==> src/sv/hmra_pkg.sv <==
package hmra_pkg;

  // Accumulator width of each motion axis
  localparam int ACC_WIDTH = 16;

  // Motion delta width on the input side
  localparam int DELTA_WIDTH = 16;

  // Report byte values
  localparam int AXIS_MAX = 127;
  localparam logic [2:0] REPORT_LEN = 3'd4;
  localparam logic [1:0] TOP_BUTTON = 2'd2;

  // Item kinds
  localparam logic [1:0] CMD_MOTION = 2'd0;
  localparam logic [1:0] CMD_BUTTON = 2'd1;
  localparam logic [1:0] CMD_POLL = 2'd2;

  // Poll answers
  localparam logic STATUS_REPORT = 1'b0;
  localparam logic STATUS_NAK = 1'b1;

  // Register file: one register, word-addressed by paddr[2]
  localparam int PADDR_WIDTH = 3;
  localparam logic REG_DEVICE_CONNECTED = 1'b0;

  typedef struct packed {
    logic [1:0] cmd;
    logic signed [DELTA_WIDTH-1:0] delta_x;
    logic signed [DELTA_WIDTH-1:0] delta_y;
    logic signed [DELTA_WIDTH-1:0] delta_z;
    logic [1:0] button_index;
    logic button_pressed;
    logic [6:0] poll_len;
  } in_item_t;

  typedef struct packed {
    logic poll_status;
    logic [2:0] report_buttons;
    logic signed [7:0] report_x;
    logic signed [7:0] report_y;
    logic signed [7:0] report_z;
    logic [2:0] report_bytes;
  } out_item_t;

endpackage

==> src/sv/hid_mouse_report_accumulator.sv <==
// Channel   Direction  Handshake            Payload
// in        request    in_valid / in_ready  in_data (in_item_t)
// out       result     out_valid/out_ready  out_data (out_item_t), polls only
// apb       config     psel/penable/pwrite  paddr, pwdata, prdata; pready tied high
//
// One item per cycle while no poll waits on a stalled result register. Each item
// passes the input register, where the accumulators and buttons update; a poll's
// answer is then registered in the result register.
// Synchronous reset clears the state and both valid flags; device_connected
// resets to 1. A poll waits in the input register while the result register
// is stalled, and nothing enters behind it; events never wait on the result side.
module hid_mouse_report_accumulator
  import hmra_pkg::*;
(
  input  logic                   clk,
  input  logic                   rst,
  input  logic                   in_valid,
  output logic                   in_ready,
  input  in_item_t               in_data,
  output logic                   out_valid,
  input  logic                   out_ready,
  output out_item_t              out_data,
  input  logic                   psel,
  input  logic                   penable,
  input  logic                   pwrite,
  input  logic [PADDR_WIDTH-1:0] paddr,
  input  logic [31:0]            pwdata,
  output logic [31:0]            prdata,
  output logic                   pready
);

  localparam int SUM_W = ((ACC_WIDTH > DELTA_WIDTH) ? ACC_WIDTH : DELTA_WIDTH) + 1;
  localparam logic signed [ACC_WIDTH-1:0] ACC_AXIS_MAX = ACC_WIDTH'(AXIS_MAX);
  localparam logic signed [ACC_WIDTH-1:0] ACC_AXIS_MIN = -ACC_AXIS_MAX;

  // Add a delta and saturate at the accumulator range
  function automatic logic signed [ACC_WIDTH-1:0] sat_add(
    input logic signed [ACC_WIDTH-1:0] a,
    input logic signed [DELTA_WIDTH-1:0] d
  );
    logic signed [SUM_W-1:0] s;
    logic signed [SUM_W-1:0] hi;
    logic signed [SUM_W-1:0] lo;
    hi = {{(SUM_W-ACC_WIDTH+1){1'b0}}, {(ACC_WIDTH-1){1'b1}}};
    lo = ~hi;
    s = SUM_W'(a) + SUM_W'(d);
    if (s > hi) begin
      return hi[ACC_WIDTH-1:0];
    end else if (s < lo) begin
      return lo[ACC_WIDTH-1:0];
    end
    return s[ACC_WIDTH-1:0];
  endfunction

  // Clamp an accumulator to one report byte
  function automatic logic signed [ACC_WIDTH-1:0] clamp_axis(
    input logic signed [ACC_WIDTH-1:0] a
  );
    if (a > ACC_AXIS_MAX) begin
      return ACC_AXIS_MAX;
    end else if (a < ACC_AXIS_MIN) begin
      return ACC_AXIS_MIN;
    end
    return a;
  endfunction

  logic device_connected;
  logic [2:0] button_state;
  logic signed [ACC_WIDTH-1:0] accum_x;
  logic signed [ACC_WIDTH-1:0] accum_y;
  logic signed [ACC_WIDTH-1:0] accum_z;
  logic report_pending;

  logic s1_valid;
  in_item_t s1_item;

  logic [2:0] button_state_next;
  logic signed [ACC_WIDTH-1:0] accum_x_next;
  logic signed [ACC_WIDTH-1:0] accum_y_next;
  logic signed [ACC_WIDTH-1:0] accum_z_next;
  logic report_pending_next;
  out_item_t result_next;

  logic signed [ACC_WIDTH-1:0] clx;
  logic signed [ACC_WIDTH-1:0] cly;
  logic signed [ACC_WIDTH-1:0] clz;
  logic s1_is_poll;
  logic s1_adv;
  logic cfg_write;

  // Configuration port
  assign pready = 1'b1;
  assign cfg_write = psel && penable && pwrite;
  assign prdata = (paddr[2] == REG_DEVICE_CONNECTED) ? {31'b0, device_connected} : 32'b0;

  // Handshake: advance the input register unless it holds a poll and the result register is full
  assign s1_is_poll = (s1_item.cmd == CMD_POLL);
  assign s1_adv = s1_valid && (!s1_is_poll || !out_valid || out_ready);
  assign in_ready = !s1_valid || s1_adv;

  assign clx = clamp_axis(accum_x);
  assign cly = clamp_axis(accum_y);
  assign clz = clamp_axis(accum_z);

  // Work out the next state and the poll answer
  always_comb begin
    button_state_next = button_state;
    accum_x_next = accum_x;
    accum_y_next = accum_y;
    accum_z_next = accum_z;
    report_pending_next = report_pending;
    result_next = '0;
    result_next.poll_status = STATUS_NAK;
    case (s1_item.cmd)
      CMD_MOTION: begin
        if (device_connected && (s1_item.delta_x != '0 || s1_item.delta_y != '0 ||
                                 s1_item.delta_z != '0)) begin
          accum_x_next = sat_add(accum_x, s1_item.delta_x);
          accum_y_next = sat_add(accum_y, s1_item.delta_y);
          accum_z_next = sat_add(accum_z, s1_item.delta_z);
          report_pending_next = 1'b1;
        end
      end
      CMD_BUTTON: begin
        if (device_connected && s1_item.button_index <= TOP_BUTTON) begin
          button_state_next[s1_item.button_index] = s1_item.button_pressed;
          if (button_state_next != button_state) begin
            report_pending_next = 1'b1;
          end
        end
      end
      CMD_POLL: begin
        if (report_pending) begin
          accum_x_next = accum_x - clx;
          accum_y_next = accum_y - cly;
          accum_z_next = accum_z - clz;
          report_pending_next = (clx != '0) || (cly != '0) || (clz != '0) ||
                                (accum_x_next != '0) || (accum_y_next != '0) ||
                                (accum_z_next != '0);
          result_next.poll_status = STATUS_REPORT;
          result_next.report_buttons = button_state;
          result_next.report_x = clx[7:0];
          result_next.report_y = cly[7:0];
          result_next.report_z = clz[7:0];
          result_next.report_bytes = (s1_item.poll_len >= 7'(REPORT_LEN)) ?
                                     REPORT_LEN : s1_item.poll_len[2:0];
        end
      end
      default: begin
      end
    endcase
  end

  // Hold control state, the input register and the result register
  always_ff @(posedge clk) begin
    if (rst) begin
      device_connected <= 1'b1;
      button_state <= '0;
      accum_x <= '0;
      accum_y <= '0;
      accum_z <= '0;
      report_pending <= 1'b0;
      s1_valid <= 1'b0;
      out_valid <= 1'b0;
    end else begin
      if (cfg_write && paddr[2] == REG_DEVICE_CONNECTED) begin
        device_connected <= pwdata[0];
      end
      if (s1_adv) begin
        button_state <= button_state_next;
        accum_x <= accum_x_next;
        accum_y <= accum_y_next;
        accum_z <= accum_z_next;
        report_pending <= report_pending_next;
      end
      if (in_ready) begin
        s1_valid <= in_valid;
      end
      if (s1_adv && s1_is_poll) begin
        out_valid <= 1'b1;
      end else if (out_ready) begin
        out_valid <= 1'b0;
      end
    end
  end

  // Payload registers
  always_ff @(posedge clk) begin
    if (in_ready && in_valid) begin
      s1_item <= in_data;
    end
    if (s1_adv && s1_is_poll) begin
      out_data <= result_next;
    end
  end

  // A NAK carries no report
  assert property (@(posedge clk) disable iff (rst)
    out_valid && out_data.poll_status == STATUS_NAK |->
      out_data.report_buttons == '0 && out_data.report_x == '0 &&
      out_data.report_y == '0 && out_data.report_z == '0 &&
      out_data.report_bytes == '0)
    else $error("NAK result carries report data");

  // Delivered axes stay within one report byte and length within the report
  assert property (@(posedge clk) disable iff (rst)
    out_valid |-> out_data.report_x != 8'sh80 && out_data.report_y != 8'sh80 &&
      out_data.report_z != 8'sh80 && out_data.report_bytes <= REPORT_LEN)
    else $error("report field outside its range");

  // Nothing pending means no motion left in the accumulators
  assert property (@(posedge clk) disable iff (rst)
    !report_pending |-> accum_x == '0 && accum_y == '0 && accum_z == '0)
    else $error("motion left with no report pending");

endmodule

==> config.mk <==
export PLATFORM = sky130hd
export DESIGN_NAME = hid_mouse_report_accumulator
export DESIGN_NICKNAME = d
export VERILOG_FILES = /design/src/sv/hmra_pkg.sv /design/src/sv/hid_mouse_report_accumulator.sv
export SDC_FILE = /design/constraint.sdc
export NUM_CORES = 1
export LEC_CHECK = 0
export BUFFER_PORTS_ARGS = -buffer_cell sky130_fd_sc_hd__buf_2
export CAP_MARGIN = 10
export CORE_ASPECT_RATIO = 0.9
export CORE_MARGIN = 1.5
export CORE_UTILIZATION = 60
export DETAILED_ROUTE_END_ITERATION = 12
export PLACE_DENSITY_LB_ADDON = 0.15
export SETUP_SLACK_MARGIN = 0.1
export SLEW_MARGIN = 5
export SYNTH_ARGS = -nofsm -noshare
export SYNTH_HDL_FRONTEND = slang
export SYNTH_SLANG_ARGS = --single-unit
==> constraint.sdc <==
create_clock -name clk -period 8.1 [get_ports clk]
set_input_delay 1.62 -clock clk [delete_from_list [all_inputs] [get_ports clk]]
set_output_delay 1.62 -clock clk [all_outputs]
set_load 0.02 [all_outputs]
==> After elaboration in Yosys (flattened, before gate mapping) <==
Index checks and enable logic that the tools add are counted.
{ "word_totals": {"reg_bits": 146, "inputBits": 102, "output_inout_bits": 66, "wordCells": 152} }
{ "op_classes": {"n_addsub": 6, "order_cmp": 16, "n_eq_ne": 7, "n_mux": 58, "n_bitwise": 3, "n_reduce_logical": 40} }
{ "ops": {"columns": ["cell", "n"], "rows": [
  ["$mux W16", 24],
  ["$reduce_bool A16 Y1", 9],
  ["$pmux W16 S2", 3],
  ["$add A16 B16 Y17", 3],
  ["$gt A17 B16 Y1 const B", 3],
  ["$lt A17 B16 Y1 const B", 3],
  ["$gt A16 B8 Y1 const B", 3],
  ["$lt A16 B8 Y1 const B", 3],
  ["$sub A16 B16 Y16", 3],
  ["$mux W31", 1],
  ["$mux W1", 26],
  ["$logic_or A1 B1 Y1", 10],
  ["$logic_and A1 B1 Y1", 9],
  ["$ne A2 B2 Y1 const B", 4],
  ["$ge A7 B3 Y1 const B", 1],
  ["$reduce_and A5 Y1", 1],
  ["$reduce_and A4 Y1", 1],
  ["$reduce_bool A2 Y1", 2],
  ["$bwmux W3", 1],
  ["$logic_not A1 Y1", 3],
  ["$lt A2 B3 Y1 const B", 1],
  ["$mux W3", 1],
  ["$ne A3 B3 Y1", 1],
  ["$not A1 Y1", 3],
  ["other kinds (11)", 11]
]} }

==> Depth between registers and ports, before layout <==
{ "depth": {"depth_word": 12, "mapped_depth": 15, "ltp_nobuf": 15} }

==> Least setup slack after synthesis <==
OpenSTA, ideal clock, no wires.
{ "synth_path": {"path_type": "input-to-reg", "startpoint": "in out_ready", "endpoint": "reg s1_item[0] in the netlist's numbering (enable)", "setup_ns": 0.514, "t_arrival_ns": 4.740, "t_required_ns": 7.586, "setup_slack_ns": 2.847, "path_stages": 2, "n_path_buf": 0, "path_cell_list": "nor2b_1 > a31oi_1"} }
{ "synth_via": {"elab_chain_len": 4} }
{ "synth_rtl": {"columns": ["element", "line", "text"], "rows": [
  ["from (decl)", "hid_mouse_report_accumulator.sv:21", "input logic out_ready,"],
  ["$logic_or A1 B1 Y1", "hid_mouse_report_accumulator.sv:98", "assign s1_adv = s1_valid && (!s1_is_poll || !out_valid || out_ready);"],
  ["$logic_and A1 B1 Y1", "hid_mouse_report_accumulator.sv:98", null],
  ["$logic_or A1 B1 Y1", "hid_mouse_report_accumulator.sv:99", "assign in_ready = !s1_valid || s1_adv;"],
  ["$logic_and A1 B1 Y1", "hid_mouse_report_accumulator.sv:189", "if (in_ready && in_valid) begin"],
  ["to (signal assigned)", "hid_mouse_report_accumulator.sv:190", "s1_item <= in_data;"],
  ["to (decl)", "hid_mouse_report_accumulator.sv:75", "in_item_t s1_item;"]
]} }
No other way between the ends.
A chain may end at the register's enable or synchronous reset.

==> Worst setup path after layout <==
{ "layout_path": {"startpoint": "reg accum_z[3]", "endpoint": "reg report_pending"} }
{ "layout_via": {"elab_chain_len": 11, "elab_cells_between_ends": 15, "classes_between": "add/sub: 1; order compare: 2; mux: 6; reduce/logical: 6"} }
{ "layout_rtl": {"columns": ["element", "line", "text"], "rows": [
  ["from (decl)", "hid_mouse_report_accumulator.sv:71", "logic signed [ACC_WIDTH-1:0] accum_z;"],
  ["from (signal assigned)", "hid_mouse_report_accumulator.sv:173", "accum_z <= accum_z_next;"],
  ["branches (longest 8 deep; another with $lt A16 B8 Y1)", null, null],
  ["$logic_or A1 B1 Y1 *", "hid_mouse_report_accumulator.sv:138", "(accum_x_next != '0) || (accum_y_next != '0) ||"],
  ["$mux W1 *", "hid_mouse_report_accumulator.sv:133", "if (report_pending) begin"],
  ["$pmux W1 S3 *", "hid_mouse_report_accumulator.sv:114", "case (s1_item.cmd)"],
  ["to (signal assigned)", "hid_mouse_report_accumulator.sv:174", "report_pending <= report_pending_next;"],
  ["to (decl)", "hid_mouse_report_accumulator.sv:72", "logic report_pending;"]
]} }
Mark *: on every way between the ends.

==> flow_metrics.env <==
export IMPL_status="finished clean"
export IMPL_yosysTopAreaCell="edfxtp_1"
export IMPL_post_cts_buffers=0
export IMPL_pin_count=168
export IMPL_wl_per_cell_um=18.8
export IMPL_yosys_top_cells_area="edfxtp_1, dfxtp_1, ha_1"
export IMPL_leakagePower_nw=4.86
export IMPL_ys_async_sr_fraction=0
export IMPL_max_freq_ghz=0.214
export IMPL_grt_pass1_wl_um=44300
export IMPL_start_util=0.622
export IMPL_clock_path_buffers=2
export IMPL_slew_violations=0
export IMPL_yosys_register_bits=146
export IMPL_worstMarginPinSlew_ps=972
export IMPL_r2r_cells=15
export IMPL_post_route_drc_count=0
export IMPL_critPathMaxFanout=7
export IMPL_powerDensity_nw_per_um2=205
export IMPL_via_per_inst=6.30
export IMPL_slew_headroom=0.352
export IMPL_overflow=0
export IMPL_yosys_top_cells_count="nor2_1, a21oi_1, edfxtp_1"
export IMPL_holdPathEnd="button_state[0]"
export IMPL_r2r_end="report_pending"
export IMPL_dp_cells=1453
export IMPL_clock_root_buffer="clkbuf_16"
export IMPL_path_cells="nor4_1 > a21boi_0 > a31o_2 > nand2b_1 > nand2b_1 > fa_1 > a211oi_1 > o21ai_0 > nand2_1 > nor2_1 > a21oi_1 > xnor2_1 > or4bb_1 > nor4_1 > a21oi_1"
export IMPL_cts_made_buffers=17
export IMPL_ant_nets=0
export IMPL_seq_area_um2=3830
export IMPL_critPathSlowestCell="nor4_1"
export IMPL_antenna_cells=0
export IMPL_firstDrtPassIters=6
export IMPL_drive_gt1_frac=0.147
export IMPL_fillCellCount=1413
export IMPL_ctsHoldBuffers=0
export IMPL_die_area_um2=18500
export IMPL_synthCells=1145
export IMPL_final_hold_viol_count=0
export IMPL_multi_input_area_um2=6320
export IMPL_cts_clk_slew_worst_paths_ps=60
export IMPL_grt_max_degree=47
export IMPL_dp_hpwl_um=20600
export IMPL_insertion_delay_ps=430
export IMPL_stdcell_count=1485
export IMPL_dieWidth_um=143
export IMPL_netlist_area_um2=10600
export IMPL_ys_types=96
export IMPL_cts_resized=0
export IMPL_antenna_found_initial=0
export IMPL_ys_seq_area_frac=0.361
export IMPL_syn_avg_cell_area_um2=9.26
export IMPL_setup_tns_final_ps=0
export IMPL_worstSetupStartpointType="flip-flop"
export IMPL_cts_tree="done"
export IMPL_rsz0062_at_grt="no"
export IMPL_drt_total_wl_um=28000
export IMPL_regToRegSetupSlack_ps=3420
export IMPL_cap_violations=0
export IMPL_fp_dieH_um=129
export IMPL_port_buffers=102
export IMPL_worstSetupPathType="reg2reg"
export IMPL_h_tree_depth=4
export IMPL_vias=9350
export IMPL_r2r_start="accum_z[3]"
export IMPL_synth_top_area_frac=0.258
export IMPL_critPathMaxStageDelay_ps=630
export IMPL_final_setup_skew_ps=8.95
export IMPL_rows=45
export IMPL_holdCritStartpoint="button_state[0]"
export IMPL_grt_pass1_vias=8619
export IMPL_nets=1430
export IMPL_ir_drop_v=0.000152
export IMPL_worst_slack_ps=3420
export IMPL_min_path_type="reg2reg"
export IMPL_cts_sinks=146
export IMPL_design_core_area_um2=17100
export IMPL_grt_total_usage=0.309
export IMPL_synth_most_common_cell="nor2_1"
export IMPL_cp_data_required_time_ps=8410
export IMPL_setup_viol_count_final=0
export IMPL_fin_util=0.695
export IMPL_end_kind="flip-flop"
export IMPL_area_growth_pct=11.8
export IMPL_layout_min_cycle_time_ps=4680
export IMPL_place_congestion=0.924
export IMPL_synth_warnings=0
export IMPL_drt_iter0_markers=900
export IMPL_synth_edf_count=91
export IMPL_synth_ff_type="edfxtp_1"
export IMPL_min_period_over_period=0.577
export IMPL_dp_slack_ps=3600
export IMPL_cp_arrival_ps=4980
export IMPL_holdPathStages=2
per-layer routing:
layer  track usage  vias to the layer above  routed length (um)
li1              -                     4468                   -
met1         0.416                     4410               12500
met2         0.501                      414               12700
met3        0.0669                       58                2270
met4        0.0934                        0                 565
met5             0                        -                   0
worst max path at each step:
stage,startpoint,to,slack [ps],cells past startpoint
6_report,accum_z[3],report_pending,3420,15
4_1_cts,accum_z[3],report_pending,3550,14
5_1_grt,accum_z[3],report_pending,3210,14
3_3_place_gp,accum_z[3],report_pending,3630,15
3_5_place_dp,accum_z[3],report_pending,3600,15
2_1_floorplan,out_ready,s1_item[0],2850,2
cell type report:
class / count / area share
Clock inverter: 14 / 0.0198
Tap cell: 235 / 0.0248
Timing Repair Buffer: 109 / 0.0475
Clock buffer: 18 / 0.0362
Multi-Input combinational cell: 915 / 0.533
Sequential cell: 146 / 0.323
Inverter: 48 / 0.0152
through the flow:
step	hold slack (ps)	total power, mW	cell area (um^2)
floorplan	474	1.36	10700
global placement	498	1.51	11200
detailed placement	534	1.52	11200
CTS	548	2.41	11900
global route	583	2.53	11900
finish	541	2.43	11900
worst max-delay path, delay by kind of cell, from the launching register on:
kind / cells / cell delay (ps)
AND/OR/NAND/NOR: 7 / 2110
AO/OA/AOI/OAI: 6 / 1510
adder cells (fa/ha/maj): 1 / 440
flip-flops: 1 / 370
XOR/XNOR: 1 / 120
cells in the final DEF, fill, tap and decap left out, types with 6 or more instances in the layout:
| master | netlist | routed |
|---|---|---|
| nor4b_1 | 6 | 6 |
| nor2_1 | 109 | 108 |
| o21a_1 | 13 | 13 |
| nand2_1 | 80 | 80 |
| and3_1 | 10 | 10 |
| dfxtp_1 | 55 | 55 |
| buf_4 | 33 | 7 |
| o22ai_1 | 12 | 12 |
| o21ai_0 | 77 | 77 |
| a21oi_1 | 102 | 102 |
| nand4_1 | 13 | 13 |
| a31o_2 | 6 | 6 |
| nor4_1 | 27 | 27 |
| o211ai_1 | 6 | 6 |
| clkbuf_16 | 0 | 17 |
| a31oi_1 | 12 | 11 |
| xnor2_1 | 44 | 44 |
| a21o_1 | 25 | 25 |
| o21bai_1 | 13 | 13 |
| ha_1 | 85 | 85 |
| nor2b_1 | 7 | 7 |
| buf_2 | 2 | 102 |
| xor2_1 | 19 | 19 |
| a211oi_1 | 36 | 36 |
| nand3_1 | 15 | 15 |
| edfxtp_1 | 91 | 91 |
| bufinv_16 | 0 | 6 |
| or2_2 | 7 | 7 |
| conb_1 | 2 | 32 |
| nand2b_1 | 6 | 6 |
| fa_1 | 6 | 6 |
| inv_1 | 47 | 47 |
| mux2i_1 | 8 | 8 |
| nor3_1 | 19 | 19 |
flip-flops by register name, summed over array words and instances (netlist names):
register	flops
accum_z	16
device_connected	1
out_valid	1
accum_y	16
out_data	31
s1_item	60
report_pending	1
button_state	3
s1_valid	1
accum_x	16
power by group:
part	switching (mW)	internal (mW)	total, mW
clock	0.321	0.577	0.898
sequential	0.0311	0.819	0.850
combinational	0.419	0.259	0.678
cells by family (layout without fill, tap and decap cells):
logic type	after synthesis	count (layout)	share of synthesized area
buffers and inverters	114	189	0.0565
flip-flops	146	146	0.361
AO/OA/AOI/OAI	380	380	0.243
XOR/XNOR	65	65	0.0562
adder cells (fa/ha/maj)	96	96	0.116
other	2	32	0.000708
multiplexers	12	12	0.0120
AND/OR/NAND/NOR	330	330	0.154
Note: power is estimated with default switching activity, not from simulation.
